[src/rtl/core/damt_pkg.sv]
// Package with the types and constants of the device address map table.
`timescale 1ns / 1ps

package damt_pkg;

   localparam int MAX_RANGES = 16;
   localparam int IDX_W      = $clog2(MAX_RANGES);
   localparam int CNT_W      = $clog2(MAX_RANGES + 1);
   localparam int ADDR_W     = 64;
   localparam int MASK_W     = 20;

   localparam logic [MASK_W-1:0] ALIGN_RESET = MASK_W'(4095);
   localparam logic [ADDR_W-1:0] ALL_ONES    = {ADDR_W{1'b1}};
   localparam logic [3:0]        LAST_MAX    = 4'd15;

   localparam logic [1:0] ACT_INSERT   = 2'd0;
   localparam logic [1:0] ACT_REMOVE   = 2'd1;
   localparam logic [1:0] ACT_SET_LAST = 2'd2;

   localparam logic [1:0] STAT_OK      = 2'd0;
   localparam logic [1:0] STAT_OVERLAP = 2'd1;
   localparam logic [1:0] STAT_FULL    = 2'd2;
   localparam logic [1:0] STAT_BAD_IDX = 2'd3;

   typedef struct packed {
      logic [1:0]        action;
      logic [ADDR_W-1:0] base_addr;
      logic [ADDR_W-1:0] range_length;
      logic [3:0]        entry_index;
   } req_type;

   typedef struct packed {
      logic [1:0]        status;
      logic [4:0]        slot;
      logic [4:0]        entry_count;
      logic [3:0]        last_used;
      logic [ADDR_W-1:0] window_low;
      logic [ADDR_W-1:0] window_high;
   } rsp_type;

   typedef struct packed {
      logic [ADDR_W-1:0] base_addr;
      logic [ADDR_W-1:0] end_addr;
   } entry_type;

   typedef enum logic [3:0] {
      ST_IDLE,
      ST_DECODE,
      ST_SCAN_RD,
      ST_SCAN_CHK,
      ST_SHU_RD,
      ST_SHU_WR,
      ST_PLACE,
      ST_SHD_RD,
      ST_SHD_WR,
      ST_DONE
   } state_type;

endpackage

[src/rtl/core/device_address_map_table.sv]
// Top level of the device address map table: sorted range store with overlap check.
`timescale 1ns / 1ps

// The block keeps up to MAX_RANGES address ranges sorted by base address in one
// synchronous memory of {base, end} pairs. A request word on req_* asks for an
// insert, a remove by index, or a direct write of the last-used index. Every
// request word gives exactly one response word on rsp_* with status, slot, entry
// count, last-used index and the aligned window of mapped addresses.
// The csr_* channel writes the 20-bit alignment mask; it is always ready and is
// meant to be written while no request is in flight.
// Steps: an insert into a table of n entries at position p passes through decode,
// a scan that reads and then checks each entry until an overlap, a shift that reads
// and then writes each of the n - p entries from p upward, placement and the output
// load. A remove at index i reads and writes the n - 1 - i entries above i to shift
// them down; other requests go from decode straight to the output load.
// One request is worked on at a time; req_ready is high whenever the sequencer is
// idle, so a new word is taken while the previous response still waits.
// When the receiver stalls, the finished response holds in the output register
// and the next request waits at the end of its processing until that slot frees.
// Reset is synchronous: it empties the table, clears the last-used index, sets
// the window to all ones / zero and restores the mask to 4095. Memory contents
// are not cleared; only entries below the count are ever read.
module device_address_map_table (
   input  logic              clock,
   input  logic              reset,
   input  logic              req_valid,
   output logic              req_ready,
   input  damt_pkg::req_type req_data,
   output logic              rsp_valid,
   input  logic              rsp_ready,
   output damt_pkg::rsp_type rsp_data,
   input  logic              csr_valid,
   output logic              csr_ready,
   input  logic [19:0]       csr_data
);
   import damt_pkg::*;

   // Range store: one entry per table slot, read data registered.
   entry_type mem [MAX_RANGES];
   entry_type rd_data_ff;

   logic [IDX_W-1:0] rd_addr;
   logic             wr_en;
   logic [IDX_W-1:0] wr_addr;
   entry_type        wr_data;

   state_type state_ff, state_in;

   req_type           req_ff;
   logic [ADDR_W-1:0] end_ff;      // base + length, wrapped
   logic [ADDR_W-1:0] hi_cand_ff;  // end rounded up to the alignment
   logic [ADDR_W-1:0] prev_end_ff; // end of the entry checked last
   logic [CNT_W-1:0]  ptr_ff;
   logic              pos_valid_ff;
   logic [CNT_W-1:0]  pos_ff;

   logic [CNT_W-1:0]  count_ff;
   logic [3:0]        last_ff;
   logic [ADDR_W-1:0] low_ff;
   logic [ADDR_W-1:0] high_ff;
   logic [MASK_W-1:0] align_ff;
   logic [1:0]        status_ff;
   logic [4:0]        slot_ff;

   rsp_type rsp_ff;
   logic    rsp_valid_ff;

   // Scan evaluation of the entry just read.
   logic             below_c;
   logic             above_c;
   logic             overlap_c;
   logic             scan_last_c;
   logic             pos_valid_c;
   logic [CNT_W-1:0] pos_c;
   logic             rsp_load_c;
   logic [CNT_W-1:0] idx_ext_c;
   logic [CNT_W-1:0] cnt_m1_c;

   assign req_ready = (state_ff == ST_IDLE);
   assign csr_ready = 1'b1;
   assign rsp_valid = rsp_valid_ff;
   assign rsp_data  = rsp_ff;

   assign idx_ext_c  = CNT_W'(req_ff.entry_index);
   assign cnt_m1_c   = count_ff - CNT_W'(1);
   assign rsp_load_c = (state_ff == ST_DONE) && (!rsp_valid_ff || rsp_ready);

   always_comb begin
      below_c     = (end_ff <= rd_data_ff.base_addr);
      above_c     = (req_ff.base_addr >= rd_data_ff.end_addr);
      overlap_c   = !below_c && !above_c;
      scan_last_c = (ptr_ff == cnt_m1_c);
      pos_valid_c = pos_valid_ff;
      pos_c       = pos_ff;
      if ((ptr_ff == '0) && below_c) begin
         pos_valid_c = 1'b1;
         pos_c       = '0;
      end
      if ((ptr_ff != '0) && below_c && (req_ff.base_addr >= prev_end_ff)) begin
         pos_valid_c = 1'b1;
         pos_c       = ptr_ff;
      end
      if (scan_last_c && above_c) begin
         pos_valid_c = 1'b1;
         pos_c       = ptr_ff + CNT_W'(1);
      end
   end

   // Next state.
   always_comb begin
      state_in = state_ff;
      case (state_ff)
         ST_IDLE: begin
            if (req_valid) state_in = ST_DECODE;
         end
         ST_DECODE: begin
            case (req_ff.action)
               ACT_INSERT: begin
                  if (count_ff >= CNT_W'(MAX_RANGES)) state_in = ST_DONE;
                  else if (count_ff == '0)            state_in = ST_PLACE;
                  else                                state_in = ST_SCAN_RD;
               end
               ACT_REMOVE: begin
                  if (idx_ext_c >= count_ff)       state_in = ST_DONE;
                  else if (idx_ext_c == cnt_m1_c)  state_in = ST_DONE;
                  else                             state_in = ST_SHD_RD;
               end
               default: state_in = ST_DONE;
            endcase
         end
         ST_SCAN_RD: state_in = ST_SCAN_CHK;
         ST_SCAN_CHK: begin
            if (overlap_c)                state_in = ST_DONE;
            else if (!scan_last_c)        state_in = ST_SCAN_RD;
            else if (!pos_valid_c)        state_in = ST_DONE;
            else if (count_ff > pos_c)    state_in = ST_SHU_RD;
            else                          state_in = ST_PLACE;
         end
         ST_SHU_RD: state_in = ST_SHU_WR;
         ST_SHU_WR: begin
            if ((ptr_ff - CNT_W'(1)) > pos_ff) state_in = ST_SHU_RD;
            else                               state_in = ST_PLACE;
         end
         ST_PLACE: state_in = ST_DONE;
         ST_SHD_RD: state_in = ST_SHD_WR;
         ST_SHD_WR: begin
            if ((ptr_ff + CNT_W'(1)) < count_ff) state_in = ST_SHD_RD;
            else                                 state_in = ST_DONE;
         end
         ST_DONE: begin
            if (rsp_load_c) state_in = ST_IDLE;
         end
         default: state_in = ST_IDLE;
      endcase
   end

   // Memory control.
   always_comb begin
      rd_addr = ptr_ff[IDX_W-1:0];
      wr_en   = 1'b0;
      wr_addr = ptr_ff[IDX_W-1:0];
      wr_data = rd_data_ff;
      case (state_ff)
         ST_SHU_RD: rd_addr = IDX_W'(ptr_ff - CNT_W'(1));
         ST_SHD_RD: rd_addr = IDX_W'(ptr_ff + CNT_W'(1));
         ST_SHU_WR, ST_SHD_WR: wr_en = 1'b1;
         ST_PLACE: begin
            wr_en             = 1'b1;
            wr_addr           = pos_ff[IDX_W-1:0];
            wr_data.base_addr = req_ff.base_addr;
            wr_data.end_addr  = end_ff;
         end
         default: ;
      endcase
   end

   always_ff @(posedge clock) begin
      if (wr_en) mem[wr_addr] <= wr_data;
      rd_data_ff <= mem[rd_addr];
   end

   always_ff @(posedge clock) begin
      if (reset) begin
         state_ff     <= ST_IDLE;
         count_ff     <= '0;
         last_ff      <= '0;
         low_ff       <= ALL_ONES;
         high_ff      <= '0;
         align_ff     <= ALIGN_RESET;
         rsp_valid_ff <= 1'b0;
      end else begin
         state_ff <= state_in;
         if (csr_valid) align_ff <= csr_data;
         if (rsp_load_c)     rsp_valid_ff <= 1'b1;
         else if (rsp_ready) rsp_valid_ff <= 1'b0;

         case (state_ff)
            ST_DECODE: begin
               if ((req_ff.action == ACT_REMOVE) && (idx_ext_c < count_ff)) begin
                  count_ff <= cnt_m1_c;
                  // Removing the top entry leaves the last-used index alone.
                  if ((idx_ext_c != cnt_m1_c) && (req_ff.entry_index <= last_ff) &&
                      (last_ff != '0)) begin
                     last_ff <= last_ff - 4'd1;
                  end
               end
               if (req_ff.action == ACT_SET_LAST) last_ff <= req_ff.entry_index;
            end
            ST_PLACE: begin
               count_ff <= count_ff + CNT_W'(1);
               if (req_ff.base_addr < low_ff) begin
                  low_ff <= req_ff.base_addr & ~ADDR_W'(align_ff);
               end
               if (end_ff > high_ff) high_ff <= hi_cand_ff;
               if ((pos_ff < CNT_W'(last_ff)) && (last_ff < LAST_MAX)) begin
                  last_ff <= last_ff + 4'd1;
               end
            end
            default: ;
         endcase
      end
   end

   // Request datapath; no reset needed.
   always_ff @(posedge clock) begin
      if (rsp_load_c) begin
         rsp_ff.status      <= status_ff;
         rsp_ff.slot        <= slot_ff;
         rsp_ff.entry_count <= 5'(count_ff);
         rsp_ff.last_used   <= last_ff;
         rsp_ff.window_low  <= low_ff;
         rsp_ff.window_high <= high_ff;
      end
      case (state_ff)
         ST_IDLE: begin
            if (req_valid) begin
               req_ff <= req_data;
               end_ff <= req_data.base_addr + req_data.range_length;
            end
         end
         ST_DECODE: begin
            hi_cand_ff   <= ((end_ff - ADDR_W'(1)) | ADDR_W'(align_ff)) + ADDR_W'(1);
            ptr_ff       <= '0;
            pos_valid_ff <= 1'b0;
            pos_ff       <= '0;
            status_ff    <= STAT_OK;
            slot_ff      <= '0;
            case (req_ff.action)
               ACT_INSERT: begin
                  if (count_ff >= CNT_W'(MAX_RANGES)) begin
                     status_ff <= STAT_FULL;
                     slot_ff   <= 5'(count_ff);
                  end
               end
               ACT_REMOVE: begin
                  slot_ff <= 5'(req_ff.entry_index);
                  ptr_ff  <= idx_ext_c;
                  if (idx_ext_c >= count_ff) status_ff <= STAT_BAD_IDX;
               end
               default: ;
            endcase
         end
         ST_SCAN_CHK: begin
            pos_valid_ff <= pos_valid_c;
            pos_ff       <= pos_c;
            prev_end_ff  <= rd_data_ff.end_addr;
            if (overlap_c) begin
               status_ff <= STAT_OVERLAP;
               slot_ff   <= 5'(ptr_ff);
            end else if (!scan_last_c) begin
               ptr_ff <= ptr_ff + CNT_W'(1);
            end else if (!pos_valid_c) begin
               // A wrapped end can leave no sorted position.
               status_ff <= STAT_BAD_IDX;
               slot_ff   <= 5'(count_ff);
            end else begin
               ptr_ff <= count_ff;
            end
         end
         ST_SHU_WR: ptr_ff <= ptr_ff - CNT_W'(1);
         ST_PLACE:  slot_ff <= 5'(pos_ff);
         ST_SHD_WR: ptr_ff <= ptr_ff + CNT_W'(1);
         default: ;
      endcase
   end

endmodule
[config.mk]
export PLATFORM = sky130hd
export DESIGN_NAME = device_address_map_table
export DESIGN_NICKNAME = d
export VERILOG_FILES = /design/src/rtl/core/damt_pkg.sv /design/src/rtl/core/device_address_map_table.sv
export SDC_FILE = /design/constraint.sdc
export NUM_CORES = 2
export LEC_CHECK = 0
export ABC_AREA = 0
export BUFFER_PORTS_ARGS = -buffer_cell sky130_fd_sc_hd__buf_4
export CELL_PAD_IN_SITES_DETAIL_PLACEMENT = 1
export CELL_PAD_IN_SITES_GLOBAL_PLACEMENT = 2
export CORE_ASPECT_RATIO = 0.6
export CORE_UTILIZATION = 45
export CTS_CLUSTER_DIAMETER = 50
export CTS_CLUSTER_SIZE = 16
export DETAILED_ROUTE_END_ITERATION = 12
export PLACE_DENSITY_LB_ADDON = 0.08
export SLEW_MARGIN = 40
export SYNTH_ARGS = -nofsm -noshare
export SYNTH_HDL_FRONTEND = slang
export SYNTH_SLANG_ARGS = --single-unit
[constraint.sdc]
create_clock -name clock -period 9.7 [get_ports clock]
set_input_delay 1.94 -clock clock [delete_from_list [all_inputs] [get_ports clock]]
set_output_delay 1.94 -clock clock [all_outputs]
set_load 0.005 [all_outputs]
==> impl_metrics.toml <==
[clock_network]
cts_inserted_buffers = 218
hold_buffers = 0
post-cts-setup-buffer-count = 0
tritoncts_num_sinks = 2762
ctsHtreeMaxLevel = 4
clockRootBuffer = "sky130_fd_sc_hd__clkbuf_16"
clk_pin_slew_worst_paths_ns = 0.07
worstSkewPairLatency_ns = 0.89
tritoncts_clock_tree = "done"
post_cts_resized = 0
cts_buffer_depth = 4

[timing]
fin_crit_sh = 0.6087
final_report_setup_violation_count = 0
worst_pin_slew_ns = 0.9412
unrepaired_setup_endpoints_after_global_routing = "false"
skew_ns = 0.04683
final_hold_viol_count = 0
slew_viol_final = 0
layout_min_cycle_time_ns = 5.904
max_freq_mhz = 169.4
layout_setup_ws_ns = 3.796
fin_tns_setup_ns = 0
worst_slew_margin_rel = 0.3725

[placed_design]
buffer_ports.inserted = 304
dp_hpwl_mm = 234.2
post-place-cells = 10935
place.gp.congestion = 0.9197
pre_cts_ws_ns = 3.067

[setup_path]
worstReg2RegStart = "req_ff[93]"
worst_ep_required_time_ns = 10.49
critPathLaunchType = "register"
timing.rr.end = "state_ff[1]"
critPathKind = "reg -> reg"
ff2ff_setup_slack_ns = 3.80
worstSetupEndpointType = "register"
critical_path_peak_fanout = 9
ff2ff_path_depth = 19
timing.critical_path.arrival_ns = 6.69

[synthesis]
cell_taking_the_most_area_after_synthesis = "sky130_fd_sc_hd__edfxtp_1"
dominantRegCellSynth = "sky130_fd_sc_hd__edfxtp_1"
synthesis.instances = 7270
avgSynthCellArea_um2 = 16.02
post_synth_main_area_contributors = "sky130_fd_sc_hd__edfxtp_1 (64%), sky130_fd_sc_hd__mux4_2 (9.9%), sky130_fd_sc_hd__dfxtp_1 (5.0%), sky130_fd_sc_hd__ha_1 (4.5%), sky130_fd_sc_hd__nand2_1 (1.8%)"
netlist-cell-type-count = 94
mapped_area_um2 = 116500
post-synth-top-area-fraction = 0.6373
synth_sequential_area_ratio = 0.6871
yosys_warnings = 0
synth_nets = 7846
synth-edff-count = 2472
synth.ff_latch_count = 2762
share_of_flip_flops_with_an_asynchronous_set_or_reset_after_synthesis = 0

[drt]
dr.first_iter.drc_count = 7092
drc = 0
dr_pass1_iterations = 5
detail_route.wirelength_mm = 365.0
routed_wire_length_per_instance_um = 32.19
routed_via_density = 5.980
drt.antenna.violating_nets = 0
route.vias.total = 67811

[global_routing]
grt_start_max_net_pins = 138
grtUsageTotal = 0.2762
first_pass_grt_wire_length_mm = 515.3
grt_pass1_vias = 68568
grt_antenna_before_repair = 7
grt.overflow.total = 0

[min_path]
worstHoldPathType = "reg -> reg"
min_to = "rsp_data[121]"
hold_depth = 0
worstHoldStart = "low_ff[57]"

[die]
start_util = 0.4530
std_cell_rows = 144
design.core.area_um2 = 257100
fp.dieW_um = 658.8
pin_count = 306
floorplan.die.height_um = 396.1
die-area_um2 = 261000

[power]
power.leakage_nw = 46.12
power.density_nw_per_um2 = 309.0
vdd_drop_max_v = 0.0002949

[cells_and_area]
nets = 8311
areaGrowthSynthToFinish_pct = 13.11
post_route_cells_drive_above_1_share = 0.1921
layoutNonFillerInstCount = 11340

[run]
cap_violations = 0

[run_status]
status = "finished, final reports clean"
Yosys cell counts, types with 39 or more instances:
library cell	count
sky130_fd_sc_hd__a211oi_1	147
sky130_fd_sc_hd__a21o_1	149
sky130_fd_sc_hd__a21oi_1	198
sky130_fd_sc_hd__a31oi_1	193
sky130_fd_sc_hd__and2_1	139
sky130_fd_sc_hd__buf_1	65
sky130_fd_sc_hd__clkbuf_1	276
sky130_fd_sc_hd__dfxtp_1	290
sky130_fd_sc_hd__edfxtp_1	2472
sky130_fd_sc_hd__ha_1	416
sky130_fd_sc_hd__inv_1	392
sky130_fd_sc_hd__mux2i_1	98
sky130_fd_sc_hd__mux4_2	512
sky130_fd_sc_hd__nand2_1	574
sky130_fd_sc_hd__nand3_1	51
sky130_fd_sc_hd__nand4_1	88
sky130_fd_sc_hd__nor2_1	243
sky130_fd_sc_hd__nor2b_1	39
sky130_fd_sc_hd__nor3_1	107
sky130_fd_sc_hd__o21ai_0	225
sky130_fd_sc_hd__xnor2_1	115
sky130_fd_sc_hd__xor2_1	67
through the flow:
stage               area [µm²]  power, W  utilization  hold WS (ns)
detailed placement      124800   0.03206       0.4853        0.4111
CTS                     131400   0.04090       0.5112        0.4192
finish                  131700   0.04070       0.5124        0.4183
floorplan               116500   0.02597            -        0.4003
global placement        124400   0.03155       0.4837        0.4028
global route            131700   0.04251       0.5124        0.4362
placed cells by master, fill, tap and decap left out, types with 104 or more instances in the layout:
cell type / count
sky130_fd_sc_hd__a21oi_1: 195
sky130_fd_sc_hd__nor2_1: 222
sky130_fd_sc_hd__dfxtp_1: 290
sky130_fd_sc_hd__a211oi_1: 146
sky130_fd_sc_hd__ha_1: 416
sky130_fd_sc_hd__clkbuf_16: 222
sky130_fd_sc_hd__a31oi_1: 180
sky130_fd_sc_hd__edfxtp_1: 2472
sky130_fd_sc_hd__a21o_1: 149
sky130_fd_sc_hd__nor3_1: 104
sky130_fd_sc_hd__xnor2_1: 113
sky130_fd_sc_hd__and2_1: 138
sky130_fd_sc_hd__o21ai_0: 191
sky130_fd_sc_hd__nand2_1: 574
sky130_fd_sc_hd__clkbuf_1: 113
sky130_fd_sc_hd__inv_1: 391
sky130_fd_sc_hd__buf_4: 537
sky130_fd_sc_hd__mux4_2: 512
per-layer routing:
metal	share of wire	global-route usage	routed length (µm)
met4	0.022	0.05904	8212
met1	0.46	0.4116	166100
met5	0.00040	0.003668	147
met2	0.45	0.4246	165400
met3	0.069	0.05110	25160
layout make-up:
class	count	area [µm²]
clock inverter	45	526.8
sequential	2762	80040
clock buffer	346	6131
antenna	3	7.507
tap	3431	4293
fill	24108	125400
multi-input combinational	3759	34100
inverter	395	1484
timing repair buffer	599	5171
registers in the layout, summed over array words and instances (netlist names), 20 cells and up:
name,flops
mem,2048
rsp_data,144
rd_data_ff,128
req_ff,66
end_ff,64
hi_cand_ff,64
high_ff,64
low_ff,64
prev_end_ff,64
align_ff,20
how the worst max path moves through the flow:
stage | start | end | slack, ns | cells past startpoint
4_1_cts | end_ff[7] | hi_cand_ff[54] | 3.75 | 12
5_1_grt | req_ff[93] | state_ff[1] | 3.63 | 19
6_report | req_ff[93] | state_ff[1] | 3.80 | 19
2_1_floorplan | rsp_ready | rsp_data[0] | 0.92 | 3
3_5_place_dp | req_data[68] | end_ff[62] | 3.07 | 16
3_3_place_gp | req_ff[128] | state_ff[1] | 2.69 | 16
power breakdown:
part / total [W] / switching, W / leakage, nW / internal (W)
clock network: 0.00883 / 0.00434 / 3.18 / 0.00449
registers: 0.0167 / 0.000929 / 24.6 / 0.0157
logic: 0.0152 / 0.00936 / 18.4 / 0.00585
total: 0.0407 / 0.0146 / 46.1 / 0.0261
worst max-delay path, cell delays in order (launching register included):
cell and delay [ns]:
sky130_fd_sc_hd__edfxtp_1 0.71, sky130_fd_sc_hd__ha_1 0.35, sky130_fd_sc_hd__a21o_1 0.18, sky130_fd_sc_hd__a21o_1 0.17, sky130_fd_sc_hd__a21oi_1 0.17, sky130_fd_sc_hd__o21ai_0 0.15
sky130_fd_sc_hd__a221oi_1 0.76, sky130_fd_sc_hd__buf_4 0.27, sky130_fd_sc_hd__o21ai_0 0.32, sky130_fd_sc_hd__nor3_4 0.64, sky130_fd_sc_hd__nor2_1 0.37, sky130_fd_sc_hd__mux2i_1 0.19
sky130_fd_sc_hd__a221oi_1 0.42, sky130_fd_sc_hd__ha_1 0.32, sky130_fd_sc_hd__o21a_1 0.11, sky130_fd_sc_hd__o21ai_0 0.15, sky130_fd_sc_hd__nand2b_1 0.08, sky130_fd_sc_hd__a21oi_1 0.14
sky130_fd_sc_hd__o21ai_0 0.09, sky130_fd_sc_hd__o22ai_1 0.19
logic make-up (layout without fill, tap and decap cells):
family,after synthesis,count (layout),synth area share
adders and majority gates,417,417,0.04486
muxes,614,614,0.1078
and+or+nand+nor,1420,1420,0.05905
buffers and inverters,749,1385,0.02439
DFF,2762,2762,0.6871
xor gates and xnor gates,182,182,0.01369
other,1,4,0.00003219
AOI/OAI and AO/OA,1125,1125,0.06304
No activity file was read; power rests on OpenSTA's default activity.
